**src/hw/rtl/abf_pkg.sv**
```systemverilog
`timescale 1ns / 1ps

package abf_pkg;

	// store and stream sizes
	localparam int PATTERN_DEPTH  = 64;
	localparam int PAT_AW         = $clog2(PATTERN_DEPTH);
	localparam int MAX_DATA_BYTES = 255;
	localparam int MANUF_MAX      = 32;
	localparam int NAME_MAX       = 63;

	// item operations
	localparam logic [1:0] OP_LOAD   = 2'd0;
	localparam logic [1:0] OP_HEADER = 2'd1;
	localparam logic [1:0] OP_DATA   = 2'd2;

	// match modes
	localparam logic [2:0] MODE_ADDR   = 3'd0;
	localparam logic [2:0] MODE_EXACT  = 3'd1;
	localparam logic [2:0] MODE_PREFIX = 3'd2;
	localparam logic [2:0] MODE_UUID   = 3'd3;
	localparam logic [2:0] MODE_MANUF  = 3'd4;

	// register indexes
	localparam logic [1:0] REG_MODE = 2'd0;
	localparam logic [1:0] REG_RSSI = 2'd1;
	localparam logic [1:0] REG_PLEN = 2'd2;

	// advertising field types
	localparam logic [7:0] AD_NAME_SHORT = 8'h08;
	localparam logic [7:0] AD_NAME_FULL  = 8'h09;
	localparam logic [7:0] AD_UUID16_A   = 8'h02;
	localparam logic [7:0] AD_UUID16_B   = 8'h03;
	localparam logic [7:0] AD_UUID128_A  = 8'h06;
	localparam logic [7:0] AD_UUID128_B  = 8'h07;
	localparam logic [7:0] AD_MANUF      = 8'hff;

	typedef struct packed {
		logic [2:0]        mode;
		logic signed [7:0] rssi_floor;
		logic [6:0]        plen;
	} cfg_t;

	// prefetched store bytes for the next data beat
	typedef struct packed {
		logic [7:0] pat_a;
		logic [7:0] msk_a;
		logic [7:0] pat_b;
		logic       addr_eq;
	} lookup_t;

	// uuid chunk width from the pattern length, zero when unusable
	function automatic logic [4:0] uuid_width(input logic [6:0] plen);
		logic [4:0] w;
		begin
			if (plen == 7'd2) begin
				w = 5'd2;
			end else if (plen == 7'd16) begin
				w = 5'd16;
			end else begin
				w = 5'd0;
			end
			return w;
		end
	endfunction

endpackage

```
**src/hw/rtl/ble_advertisement_filter.sv**
```systemverilog
`timescale 1ns / 1ps

// BLE advertisement filter.
// Item channel (item_valid/item_ready): load beats fill the pattern and mask
// store, a header beat opens an advertisement, data beats carry its bytes.
// Result channel (result_valid/result_ready): one matched bit per
// advertisement, after its last data byte, or after the header when the
// length is zero. Load beats and ignored beats give no result.
// One item is accepted every cycle unless a waiting result blocks it; a result
// is valid in the cycle after the beat that causes it. The store has registered
// reads, so the entries for the next data byte are fetched in the cycle that
// updates the parse state. The result register frees the item side: an item is
// taken whenever the result register is empty or is being drained in the same
// cycle, so a receiver stall blocks items only while a result is waiting.
// Reset clears the parse state and the registers (mode address, minimum
// rssi -128, pattern length 0); store contents are undefined until loaded.
// Registers sit on the APB port at 0x0, 0x4 and 0x8; write them only while
// no advertisement result is outstanding.

module ble_advertisement_filter (
	input  logic              clk,
	input  logic              arst_n,
	input  logic              psel,
	input  logic              penable,
	input  logic              pwrite,
	input  logic [3:0]        paddr,
	input  logic [31:0]       pwdata,
	output logic [31:0]       prdata,
	output logic              pready,
	input  logic              item_valid,
	output logic              item_ready,
	input  logic [1:0]        operation,
	input  logic [5:0]        pattern_index,
	input  logic [7:0]        pattern_value,
	input  logic [7:0]        mask_value,
	input  logic [47:0]       adv_address,
	input  logic signed [7:0] adv_rssi,
	input  logic [7:0]        adv_length,
	input  logic [7:0]        data_byte,
	output logic              result_valid,
	input  logic              result_ready,
	output logic              matched
);

	abf_pkg::cfg_t    cfg_q;
	abf_pkg::cfg_t    cfg_d;
	abf_pkg::lookup_t lk;
	logic             cfg_wr;
	logic [1:0]       reg_idx;
	logic             accept;
	logic [7:0]       vp_next;
	logic             res_fire;
	logic             res_matched;
	logic             result_valid_q;
	logic             matched_q;

	assign pready  = 1'b1;
	assign reg_idx = paddr[3:2];
	assign cfg_wr  = psel && penable && pwrite;

	// register writes
	always_comb begin
		cfg_d = cfg_q;
		if (cfg_wr) begin
			unique case (reg_idx)
				abf_pkg::REG_MODE: cfg_d.mode       = pwdata[2:0];
				abf_pkg::REG_RSSI: cfg_d.rssi_floor = pwdata[7:0];
				abf_pkg::REG_PLEN: cfg_d.plen       = pwdata[6:0];
				default: begin
				end
			endcase
		end
	end

	always_ff @(posedge clk or negedge arst_n) begin
		if (!arst_n) begin
			cfg_q.mode       <= abf_pkg::MODE_ADDR;
			cfg_q.rssi_floor <= -8'sd128;
			cfg_q.plen       <= '0;
		end else begin
			cfg_q <= cfg_d;
		end
	end

	// register reads
	always_comb begin
		unique case (reg_idx)
			abf_pkg::REG_MODE: prdata = {29'd0, cfg_q.mode};
			abf_pkg::REG_RSSI: prdata = {{24{cfg_q.rssi_floor[7]}}, cfg_q.rssi_floor};
			abf_pkg::REG_PLEN: prdata = {25'd0, cfg_q.plen};
			default:           prdata = '0;
		endcase
	end

	assign item_ready = !result_valid_q || result_ready;
	assign accept     = item_valid && item_ready;

	abf_lookup u_lookup (
		.clk         (clk),
		.arst_n      (arst_n),
		.wr_en       (accept && operation == abf_pkg::OP_LOAD),
		.wr_idx      (pattern_index),
		.wr_pat      (pattern_value),
		.wr_msk      (mask_value),
		.adv_address (adv_address),
		.vp_next     (vp_next),
		.cfg_next    (cfg_d),
		.lk          (lk)
	);

	abf_parse u_parse (
		.clk         (clk),
		.arst_n      (arst_n),
		.accept      (accept),
		.operation   (operation),
		.adv_rssi    (adv_rssi),
		.adv_length  (adv_length),
		.data_byte   (data_byte),
		.cfg         (cfg_q),
		.lk          (lk),
		.vp_next     (vp_next),
		.res_fire    (res_fire),
		.res_matched (res_matched)
	);

	// result register
	always_ff @(posedge clk or negedge arst_n) begin
		if (!arst_n) begin
			result_valid_q <= 1'b0;
		end else if (res_fire) begin
			result_valid_q <= 1'b1;
		end else if (result_ready) begin
			result_valid_q <= 1'b0;
		end
	end

	always_ff @(posedge clk) begin
		if (res_fire) begin
			matched_q <= res_matched;
		end
	end

	assign result_valid = result_valid_q;
	assign matched      = matched_q;

endmodule

```
**src/hw/rtl/abf_lookup.sv**
```systemverilog
`timescale 1ns / 1ps

module abf_lookup (
	input  logic                        clk,
	input  logic                        arst_n,
	input  logic                        wr_en,
	input  logic [abf_pkg::PAT_AW-1:0]  wr_idx,
	input  logic [7:0]                  wr_pat,
	input  logic [7:0]                  wr_msk,
	input  logic [47:0]                 adv_address,
	input  logic [7:0]                  vp_next,
	input  abf_pkg::cfg_t               cfg_next,
	output abf_pkg::lookup_t            lk
);

	logic [7:0] pat_mem [abf_pkg::PATTERN_DEPTH];
	logic [7:0] msk_mem [abf_pkg::PATTERN_DEPTH];
	logic [7:0] addr_pat_q [6];

	logic [4:0] w;
	logic [7:0] v;
	logic [7:0] idx_a;
	logic [7:0] idx_b;
	logic       in_a;
	logic       in_b;
	logic [abf_pkg::PAT_AW-1:0] ra;
	logic [abf_pkg::PAT_AW-1:0] rb;
	logic [7:0] pat_a_q;
	logic [7:0] msk_a_q;
	logic [7:0] pat_b_q;
	logic       addr_eq;

	// read addresses for the state the next beat will see
	always_comb begin
		w = abf_pkg::uuid_width(cfg_next.plen);
		v = vp_next - 8'd1;
		if (vp_next == 8'd0) begin
			idx_a = 8'd0;
		end else if (cfg_next.mode == abf_pkg::MODE_UUID && w != 5'd0) begin
			idx_a = ({3'd0, w} - 8'd1) - (v & ({3'd0, w} - 8'd1));
		end else begin
			idx_a = v;
		end
		idx_b = vp_next;
		in_a  = {1'b0, idx_a} < 9'(abf_pkg::PATTERN_DEPTH);
		in_b  = {1'b0, idx_b} < 9'(abf_pkg::PATTERN_DEPTH);
		ra    = idx_a[abf_pkg::PAT_AW-1:0];
		rb    = idx_b[abf_pkg::PAT_AW-1:0];
	end

	// store write
	always_ff @(posedge clk) begin
		if (wr_en) begin
			pat_mem[wr_idx] <= wr_pat;
			msk_mem[wr_idx] <= wr_msk;
		end
	end

	// address pattern copy, read at fixed places
	always_ff @(posedge clk) begin
		if (wr_en && {{(8-abf_pkg::PAT_AW){1'b0}}, wr_idx} < 8'd6) begin
			addr_pat_q[wr_idx[2:0]] <= wr_pat;
		end
	end

	// registered reads with write forwarding
	always_ff @(posedge clk or negedge arst_n) begin
		if (!arst_n) begin
			pat_a_q <= '0;
			msk_a_q <= '0;
			pat_b_q <= '0;
		end else begin
			if (!in_a) begin
				pat_a_q <= '0;
				msk_a_q <= '0;
			end else if (wr_en && wr_idx == ra) begin
				pat_a_q <= wr_pat;
				msk_a_q <= wr_msk;
			end else begin
				pat_a_q <= pat_mem[ra];
				msk_a_q <= msk_mem[ra];
			end
			if (!in_b) begin
				pat_b_q <= '0;
			end else if (wr_en && wr_idx == rb) begin
				pat_b_q <= wr_pat;
			end else begin
				pat_b_q <= pat_mem[rb];
			end
		end
	end

	// address compare against the six pattern bytes
	always_comb begin
		addr_eq = 1'b1;
		for (int i = 0; i < 6; i++) begin
			if (adv_address[8*i +: 8] != addr_pat_q[i]) begin
				addr_eq = 1'b0;
			end
		end
	end

	assign lk.pat_a   = pat_a_q;
	assign lk.msk_a   = msk_a_q;
	assign lk.pat_b   = pat_b_q;
	assign lk.addr_eq = addr_eq;

endmodule

```
**src/hw/rtl/abf_parse.sv**
```systemverilog
`timescale 1ns / 1ps

module abf_parse (
	input  logic              clk,
	input  logic              arst_n,
	input  logic              accept,
	input  logic [1:0]        operation,
	input  logic signed [7:0] adv_rssi,
	input  logic [7:0]        adv_length,
	input  logic [7:0]        data_byte,
	input  abf_pkg::cfg_t     cfg,
	input  abf_pkg::lookup_t  lk,
	output logic [7:0]        vp_next,
	output logic              res_fire,
	output logic              res_matched
);

	typedef struct packed {
		logic found;
		logic ended;
	} name_res_t;

	logic [7:0] bp_q, dt_q, fr_q, kind_q, vp_q;
	logic       stop_q, ce_q, seen_q, ended_q, found_q, hp_q;
	logic [7:0] bp_d, dt_d, fr_d, kind_d, vp_d;
	logic       stop_d, ce_d, seen_d, ended_d, found_d, hp_d;

	logic [7:0] v;
	logic [7:0] c;
	logic [4:0] w;
	logic [7:0] wm;
	logic [7:0] ui;
	logic       is_name;
	logic       fire;
	name_res_t  nr;

	// one name character against the pattern text
	function automatic name_res_t name_cmp(input logic [8:0] i, input logic [7:0] ch,
			input logic [7:0] p_raw, input logic [6:0] plen, input logic [2:0] mode,
			input logic found_in, input logic ended_in);
		name_res_t r;
		logic [7:0] p;
		begin
			p = (i < {2'b0, plen}) ? p_raw : 8'd0;
			r.found = found_in;
			r.ended = ended_in;
			if (p == 8'd0) begin
				r.found = (mode == abf_pkg::MODE_EXACT) ? (ch == 8'd0) : 1'b1;
				r.ended = 1'b1;
			end else if (ch != p) begin
				r.found = 1'b0;
				r.ended = 1'b1;
			end
			return r;
		end
	endfunction

	// next state for the accepted beat
	always_comb begin
		bp_d = bp_q; dt_d = dt_q; fr_d = fr_q; kind_d = kind_q; vp_d = vp_q;
		stop_d = stop_q; ce_d = ce_q; seen_d = seen_q; ended_d = ended_q;
		found_d = found_q; hp_d = hp_q;
		fire = 1'b0;
		v  = vp_q - 8'd1;
		c  = ({1'b0, v} >= 9'(abf_pkg::NAME_MAX)) ? 8'd0 : data_byte;
		w  = abf_pkg::uuid_width(cfg.plen);
		wm = {3'd0, w} - 8'd1;
		ui = v & wm;
		is_name = cfg.mode == abf_pkg::MODE_EXACT || cfg.mode == abf_pkg::MODE_PREFIX;
		nr = '0;
		if (accept) begin
			unique case (operation)
				abf_pkg::OP_HEADER: begin
					hp_d   = adv_rssi >= cfg.rssi_floor;
					dt_d   = ({1'b0, adv_length} > 9'(abf_pkg::MAX_DATA_BYTES)) ?
					         8'(abf_pkg::MAX_DATA_BYTES) : adv_length;
					bp_d = '0; fr_d = '0; kind_d = '0; vp_d = '0;
					stop_d = 1'b0; seen_d = 1'b0; ended_d = 1'b0; ce_d = 1'b1;
					found_d = (cfg.mode == abf_pkg::MODE_ADDR) ? lk.addr_eq : 1'b0;
					fire = dt_d == 8'd0;
				end
				abf_pkg::OP_DATA: begin
					if (bp_q < dt_q) begin
						if (!stop_q) begin
							if (fr_q == 8'd0) begin
								if (data_byte == 8'd0 ||
								    ({1'b0, bp_q} + {1'b0, data_byte}) >= {1'b0, dt_q}) begin
									stop_d = 1'b1;
								end else begin
									fr_d = data_byte;
									vp_d = 8'd0;
								end
							end else begin
								fr_d = fr_q - 8'd1;
								if (vp_q == 8'd0) begin
									// type byte
									kind_d = data_byte;
									if (is_name) begin
										if ((data_byte == abf_pkg::AD_NAME_SHORT ||
										     data_byte == abf_pkg::AD_NAME_FULL) && !seen_q) begin
											seen_d  = 1'b1;
											ended_d = 1'b0;
											if (fr_d == 8'd0) begin
												nr = name_cmp(9'd0, 8'd0, lk.pat_a, cfg.plen,
												              cfg.mode, found_q, 1'b0);
												found_d = nr.found;
												ended_d = nr.ended;
											end
										end
									end else if (cfg.mode == abf_pkg::MODE_UUID ||
									             cfg.mode == abf_pkg::MODE_MANUF) begin
										ce_d = 1'b1;
									end
								end else if (is_name) begin
									// name character
									if ((kind_q == abf_pkg::AD_NAME_SHORT ||
									     kind_q == abf_pkg::AD_NAME_FULL) && seen_q && !ended_q) begin
										nr = name_cmp({1'b0, v}, c, lk.pat_a, cfg.plen, cfg.mode,
										              found_q, ended_q);
										if (!nr.ended && fr_d == 8'd0) begin
											nr = name_cmp({1'b0, v} + 9'd1, 8'd0, lk.pat_b,
											              cfg.plen, cfg.mode, nr.found, nr.ended);
										end
										found_d = nr.found;
										ended_d = nr.ended;
									end
								end else if (cfg.mode == abf_pkg::MODE_UUID) begin
									// uuid chunk byte
									if ((w == 5'd2 && (kind_q == abf_pkg::AD_UUID16_A ||
									                   kind_q == abf_pkg::AD_UUID16_B)) ||
									    (w == 5'd16 && (kind_q == abf_pkg::AD_UUID128_A ||
									                    kind_q == abf_pkg::AD_UUID128_B))) begin
										ce_d = (ui == 8'd0) ? 1'b1 : ce_q;
										if (data_byte != lk.pat_a) begin
											ce_d = 1'b0;
										end
										if (ui == wm && ce_d) begin
											found_d = 1'b1;
										end
									end
								end else if (cfg.mode == abf_pkg::MODE_MANUF) begin
									// manufacturer data byte
									if (cfg.plen >= 7'd1 && cfg.plen <= 7'(abf_pkg::MANUF_MAX) &&
									    kind_q == abf_pkg::AD_MANUF && {1'b0, v} < {2'b0, cfg.plen}) begin
										if ((data_byte & lk.msk_a) != (lk.pat_a & lk.msk_a)) begin
											ce_d = 1'b0;
										end
										if ({1'b0, v} == {2'b0, cfg.plen} - 9'd1 && ce_d) begin
											found_d = 1'b1;
										end
									end
								end
								vp_d = vp_q + 8'd1;
							end
						end
						bp_d = bp_q + 8'd1;
						fire = bp_d == dt_q;
					end
				end
				default: begin
				end
			endcase
		end
	end

	// parse state
	always_ff @(posedge clk or negedge arst_n) begin
		if (!arst_n) begin
			bp_q <= '0; dt_q <= '0; fr_q <= '0; kind_q <= '0; vp_q <= '0;
			stop_q <= 1'b0; ce_q <= 1'b1; seen_q <= 1'b0; ended_q <= 1'b0;
			found_q <= 1'b0; hp_q <= 1'b0;
		end else begin
			bp_q <= bp_d; dt_q <= dt_d; fr_q <= fr_d; kind_q <= kind_d; vp_q <= vp_d;
			stop_q <= stop_d; ce_q <= ce_d; seen_q <= seen_d; ended_q <= ended_d;
			found_q <= found_d; hp_q <= hp_d;
		end
	end

	assign vp_next     = vp_d;
	assign res_fire    = fire;
	assign res_matched = hp_d && found_d && cfg.mode <= abf_pkg::MODE_MANUF;

endmodule

```
**config.mk**
```make
export PLATFORM = sky130hd
export DESIGN_NAME = ble_advertisement_filter
export DESIGN_NICKNAME = d
export VERILOG_FILES = /design/src/hw/rtl/abf_pkg.sv /design/src/hw/rtl/ble_advertisement_filter.sv /design/src/hw/rtl/abf_lookup.sv /design/src/hw/rtl/abf_parse.sv
export SDC_FILE = /design/constraint.sdc
export NUM_CORES = 2
export LEC_CHECK = 0
export ABC_AREA = 0
export BUFFER_PORTS_ARGS = -buffer_cell sky130_fd_sc_hd__buf_2
export CAP_MARGIN = 20
export CORE_ASPECT_RATIO = 0.75
export CORE_MARGIN = 2
export CORE_UTILIZATION = 50
export DETAILED_ROUTE_END_ITERATION = 10
export PLACE_DENSITY_LB_ADDON = 0.15
export SLEW_MARGIN = 20
export SYNTH_ARGS = -nofsm -noshare
export SYNTH_HDL_FRONTEND = slang
export SYNTH_SLANG_ARGS = --single-unit
```
**constraint.sdc**
```tcl
create_clock -name clk -period 8.9 [get_ports clk]
set_input_delay 0.445 -clock clk [delete_from_list [all_inputs] [get_ports clk]]
set_output_delay 0.445 -clock clk [all_outputs]
set_load 0.05 [all_outputs]
```
==> impl_metrics.sql <==
INSERT INTO impl_metrics (metric_group, metric, value, unit) VALUES
('cells_and_area', 'area_growth', '12.57', '%'),
('hold_path', 'hold_crit_depth', '3', ''),
('logic_synthesis', 'yosys_register_bits', '1162', ''),
('floorplan', 'row_count', '105', ''),
('critical_path', 'worst_path_most_repeated_cell', 'sky130_fd_sc_hd__nor2_1', ''),
('drt', 'drt.antenna.violating_nets', '0', ''),
('clock_network', 'cts.htree.levels', '3', ''),
('run_status', 'failed_checks', 'design-rule violations', ''),
('cells_and_area', 'fraction_of_final_layout_cells_with_drive_strength_greater_than_1', '13.81', '%'),
('hold_path', 'hold_path_end', 'u_parse.kind_q[7]', ''),
('power', 'p_total', '26.73', 'mW'),
('logic_synthesis', 'syn_area', '55150', 'um^2'),
('logic_synthesis', 'synthesis.nets', '4839', ''),
('critical_path', 'cp_cell_sequence', 'ha_1 > inv_1 > fa_1 > nor2b_1 > o31a_1 > nor2_1 > nor2_1 > nor2_1 > xnor2_1 > ha_1 > a211oi_1 > nand2_1 > o311ai_0 > and4_1 > o21a_2 > buf_4 > a31oi_1 > o21ai_1 > a211oi_4 > buf_4 > o211ai_1 > o2111ai_1 > a21oi_1 > o31ai_1', ''),
('hold_path', 'timing.hold.worst.start', 'data_byte[7]', ''),
('grt', 'gr-usage-met3', '10.61', '%'),
('logic_synthesis', 'synth_largest_type_area_fraction', '58.42', '%'),
('critical_path', 'timing.reg2reg.setup_slack', '0.90', 'ns'),
('place', 'hpwl_reported_at_the_end_of_detailed_placement', '119.0', 'mm'),
('critical_path', 'worst_path_largest_cell_delay', '0.99', 'ns'),
('clock_network', 'clockBufferDepth', '3', ''),
('timing', 'min_period', '8.002', 'ns'),
('grt', 'grt_max_degree', '178', ''),
('place', 'port_buffers', '147', ''),
('drt', 'route.detailed.drc', '2', ''),
('floorplan', 'design.core.area', '109400', 'um^2'),
('drt', 'detail_route.iter0.violations', '6610', ''),
('grt', 'vias_in_the_first_global_route', '39237', ''),
('grt', 'grt_pass1_wl', '274.9', 'mm'),
('logic_synthesis', 'synth.lib_cells_used.distinct', '105', ''),
('run_status', 'run_status', 'finished with violations', ''),
('logic_synthesis', 'synth_top_cells_by_area', 'sky130_fd_sc_hd__edfxtp_1, sky130_fd_sc_hd__nand2_1, sky130_fd_sc_hd__dfrtp_1', ''),
('timing', 'finalMaxSlewViolations', '0', ''),
('flow_run', 'maxCapViolations', '0', ''),
('clock_network', 'clkLatencyLatePin', '0.76', 'ns'),
('timing', 'skew', '0.04938', 'ns'),
('logic_synthesis', 'synth-warning-count', '0', ''),
('critical_path', 'worstPathArrival', '8.56', 'ns'),
('logic_synthesis', 'synth_area_per_cell', '11.89', 'um^2'),
('critical_path', 'crit-reg2reg-capture', 'u_lookup.pat_a_q[7]', ''),
('cells_and_area', 'finish.utilization', '56.73', '%'),
('floorplan', 'io_pins', '175', ''),
('drt', 'drt_pass1_iterations', '11', ''),
('place', 'gp_routability_congestion', '0.9697', ''),
('critical_path', 'cp_slowest_cell', 'sky130_fd_sc_hd__a21oi_1', ''),
('clock_network', 'clock-sinks', '1162', ''),
('grt', 'groute.layer.met2.usage', '46.46', '%'),
('hold_path', 'min_path_type', 'input pin to flip-flop', ''),
('power', 'power_leakage', '21.95', 'nW'),
('drt', 'via_per_inst', '6.638', ''),
('critical_path', 'critical_path_required', '9.46', 'ns'),
('timing', 'setup_repair_after_global_routing_missed_its_margin', 'false', ''),
('grt', 'total_global_routing_overflow', '0', ''),
('drt', 'route.vias.total', '41943', ''),
('clock_network', 'numCtsBuffers', '113', ''),
('cells_and_area', 'nFillCells', '8983', ''),
('timing', 'setup_violations', '0', ''),
('timing', 'fin_tns_setup', '0', 'ns'),
('critical_path', 'timing.reg2reg.worst_path_depth', '24', ''),
('logic_synthesis', 'synth_enable_flop_cells', '1073', ''),
('timing', 'report.final.hold_viol_count', '0', ''),
('clock_network', 'clock_tree_from_tritoncts', 'done', ''),
('drt', 'finalWirelength', '192.5', 'mm'),
('timing', 'fmax', '125.0', 'MHz'),
('critical_path', 'cp_delay_by_family_top', 'compound AO/OA/AOI/OAI gates', ''),
('floorplan', 'die_area', '113000', 'um^2'),
('timing', 'share_of_the_cycle_needed_by_the_critical_path_after_routing', '89.91', '%'),
('critical_path', 'critical_path_peak_fanout', '31', ''),
('cells_and_area', 'multiInputGateArea', '19010', 'um^2'),
('logic_synthesis', 'syn_inst', '4638', ''),
('grt', 'grt.busiest_layer', 'met1', '');
-- through the flow --
step	cells	hold WS [ns]	area (um^2)	setup WS (ns)
global placement	6086	0.4716	58110	1.288
floorplan	4638	0.1494	55150	2.202
finish	6319	0.09706	62080	0.8984
detailed placement	6086	0.4833	58110	1.222
CTS	6317	0.04146	62070	1.369
global route	6317	0.07905	62080	0.7990
-- layout by cell type (no fill, tap or decap), types with 61 or more instances in the layout --
cell                        Yosys  layout
sky130_fd_sc_hd__dfrtp_1       87      87
sky130_fd_sc_hd__buf_2         85     146
sky130_fd_sc_hd__a2bb2oi_1     67      67
sky130_fd_sc_hd__clkbuf_16      0     113
sky130_fd_sc_hd__a21oi_1      102      99
sky130_fd_sc_hd__nand4_1       78      78
sky130_fd_sc_hd__ha_1          61      61
sky130_fd_sc_hd__a31oi_1       71      71
sky130_fd_sc_hd__nand3_1      322     322
sky130_fd_sc_hd__mux2i_1      134     133
sky130_fd_sc_hd__buf_4         34     195
sky130_fd_sc_hd__nor2_1       142     114
sky130_fd_sc_hd__a311oi_1      98      98
sky130_fd_sc_hd__inv_1        102     101
sky130_fd_sc_hd__o21ai_0      117     116
sky130_fd_sc_hd__edfxtp_1    1073    1073
sky130_fd_sc_hd__nand2_1      851     851
sky130_fd_sc_hd__o211ai_1      94      94
-- power by group --
part,leakage [nW],internal [mW],switching [mW]
Sequential,10.8,6.14,0.173
Combinational,9.35,4.59,10.9
Clock,1.83,2.76,2.19
Total,21.9,13.5,13.2
-- layout make-up --
cell class	instances	area share, %
Antenna cell	2	0.008062
Clock buffer	130	4.658
Clock inverter	84	1.443
Inverter	104	0.6449
Multi-Input combinational cell	3022	30.62
Sequential cell	1162	55.49
Tap cell	1444	2.910
Timing Repair Buffer	371	4.228
-- tightest hold or removal path, stage by stage --
cell and delay, ns:
sky130_fd_sc_hd__buf_2 0.19, sky130_fd_sc_hd__nand2_1 0.09, sky130_fd_sc_hd__o21ai_0 0.06
-- flip-flops by register name, summed over array words and instances, names as in the netlist, 8 cells and up --
register             count
u_lookup.pat_mem       512
u_lookup.pat_b_q         8
u_lookup.msk_mem       512
u_parse.kind_q           8
u_parse.fr_q             8
u_parse.bp_q             8
u_parse.dt_q             8
u_lookup.msk_a_q         8
u_lookup.addr_pat_q     48
u_lookup.pat_a_q         8
cfg_q                   18
u_parse.vp_q             8
-- how the worst max path moves through the flow --
stage,startpoint,end,slack (ns),cells after the start
CTS,u_parse.bp_q[0],u_lookup.msk_a_q[2],1.37,24
floorplan,data_byte[1],u_lookup.pat_a_q[4],2.20,30
global placement,data_byte[1],u_lookup.msk_a_q[0],1.29,28
detailed placement,data_byte[1],u_lookup.msk_a_q[2],1.22,24
global route,u_parse.bp_q[0],u_lookup.pat_a_q[2],0.80,24
finish,u_parse.bp_q[0],u_lookup.pat_a_q[7],0.90,24
-- logic make-up (layout without fill, tap and decap cells) --
logic type | count (synthesis) | count (layout) | synth area share, %
multiplexers | 180 | 180 | 3.417
AO/OA/AOI/OAI | 999 | 999 | 13.50
XOR/XNOR | 106 | 106 | 1.683
adder cells (fa/ha/maj) | 62 | 62 | 1.420
other | 1 | 3 | 0.006799
buffers and inverters | 454 | 689 | 3.555
AND/OR/NAND/NOR | 1674 | 1674 | 13.95
flip-flops | 1162 | 1162 | 62.47
-- layer usage --
metal	vias to the layer above	routed length (um)
li1	18027	-
met1	20769	79010
met2	2728	79830
met3	415	26100
met4	4	7497
met5	-	19
-- what timing repair did --
action                    4_1_cts  5_1_grt
resized for setup               0        0
setup buffers                   0        0
hold buffers                   17        0
hold endpoints to repair       61        0
Note: power is estimated with default switching activity, not from simulation.
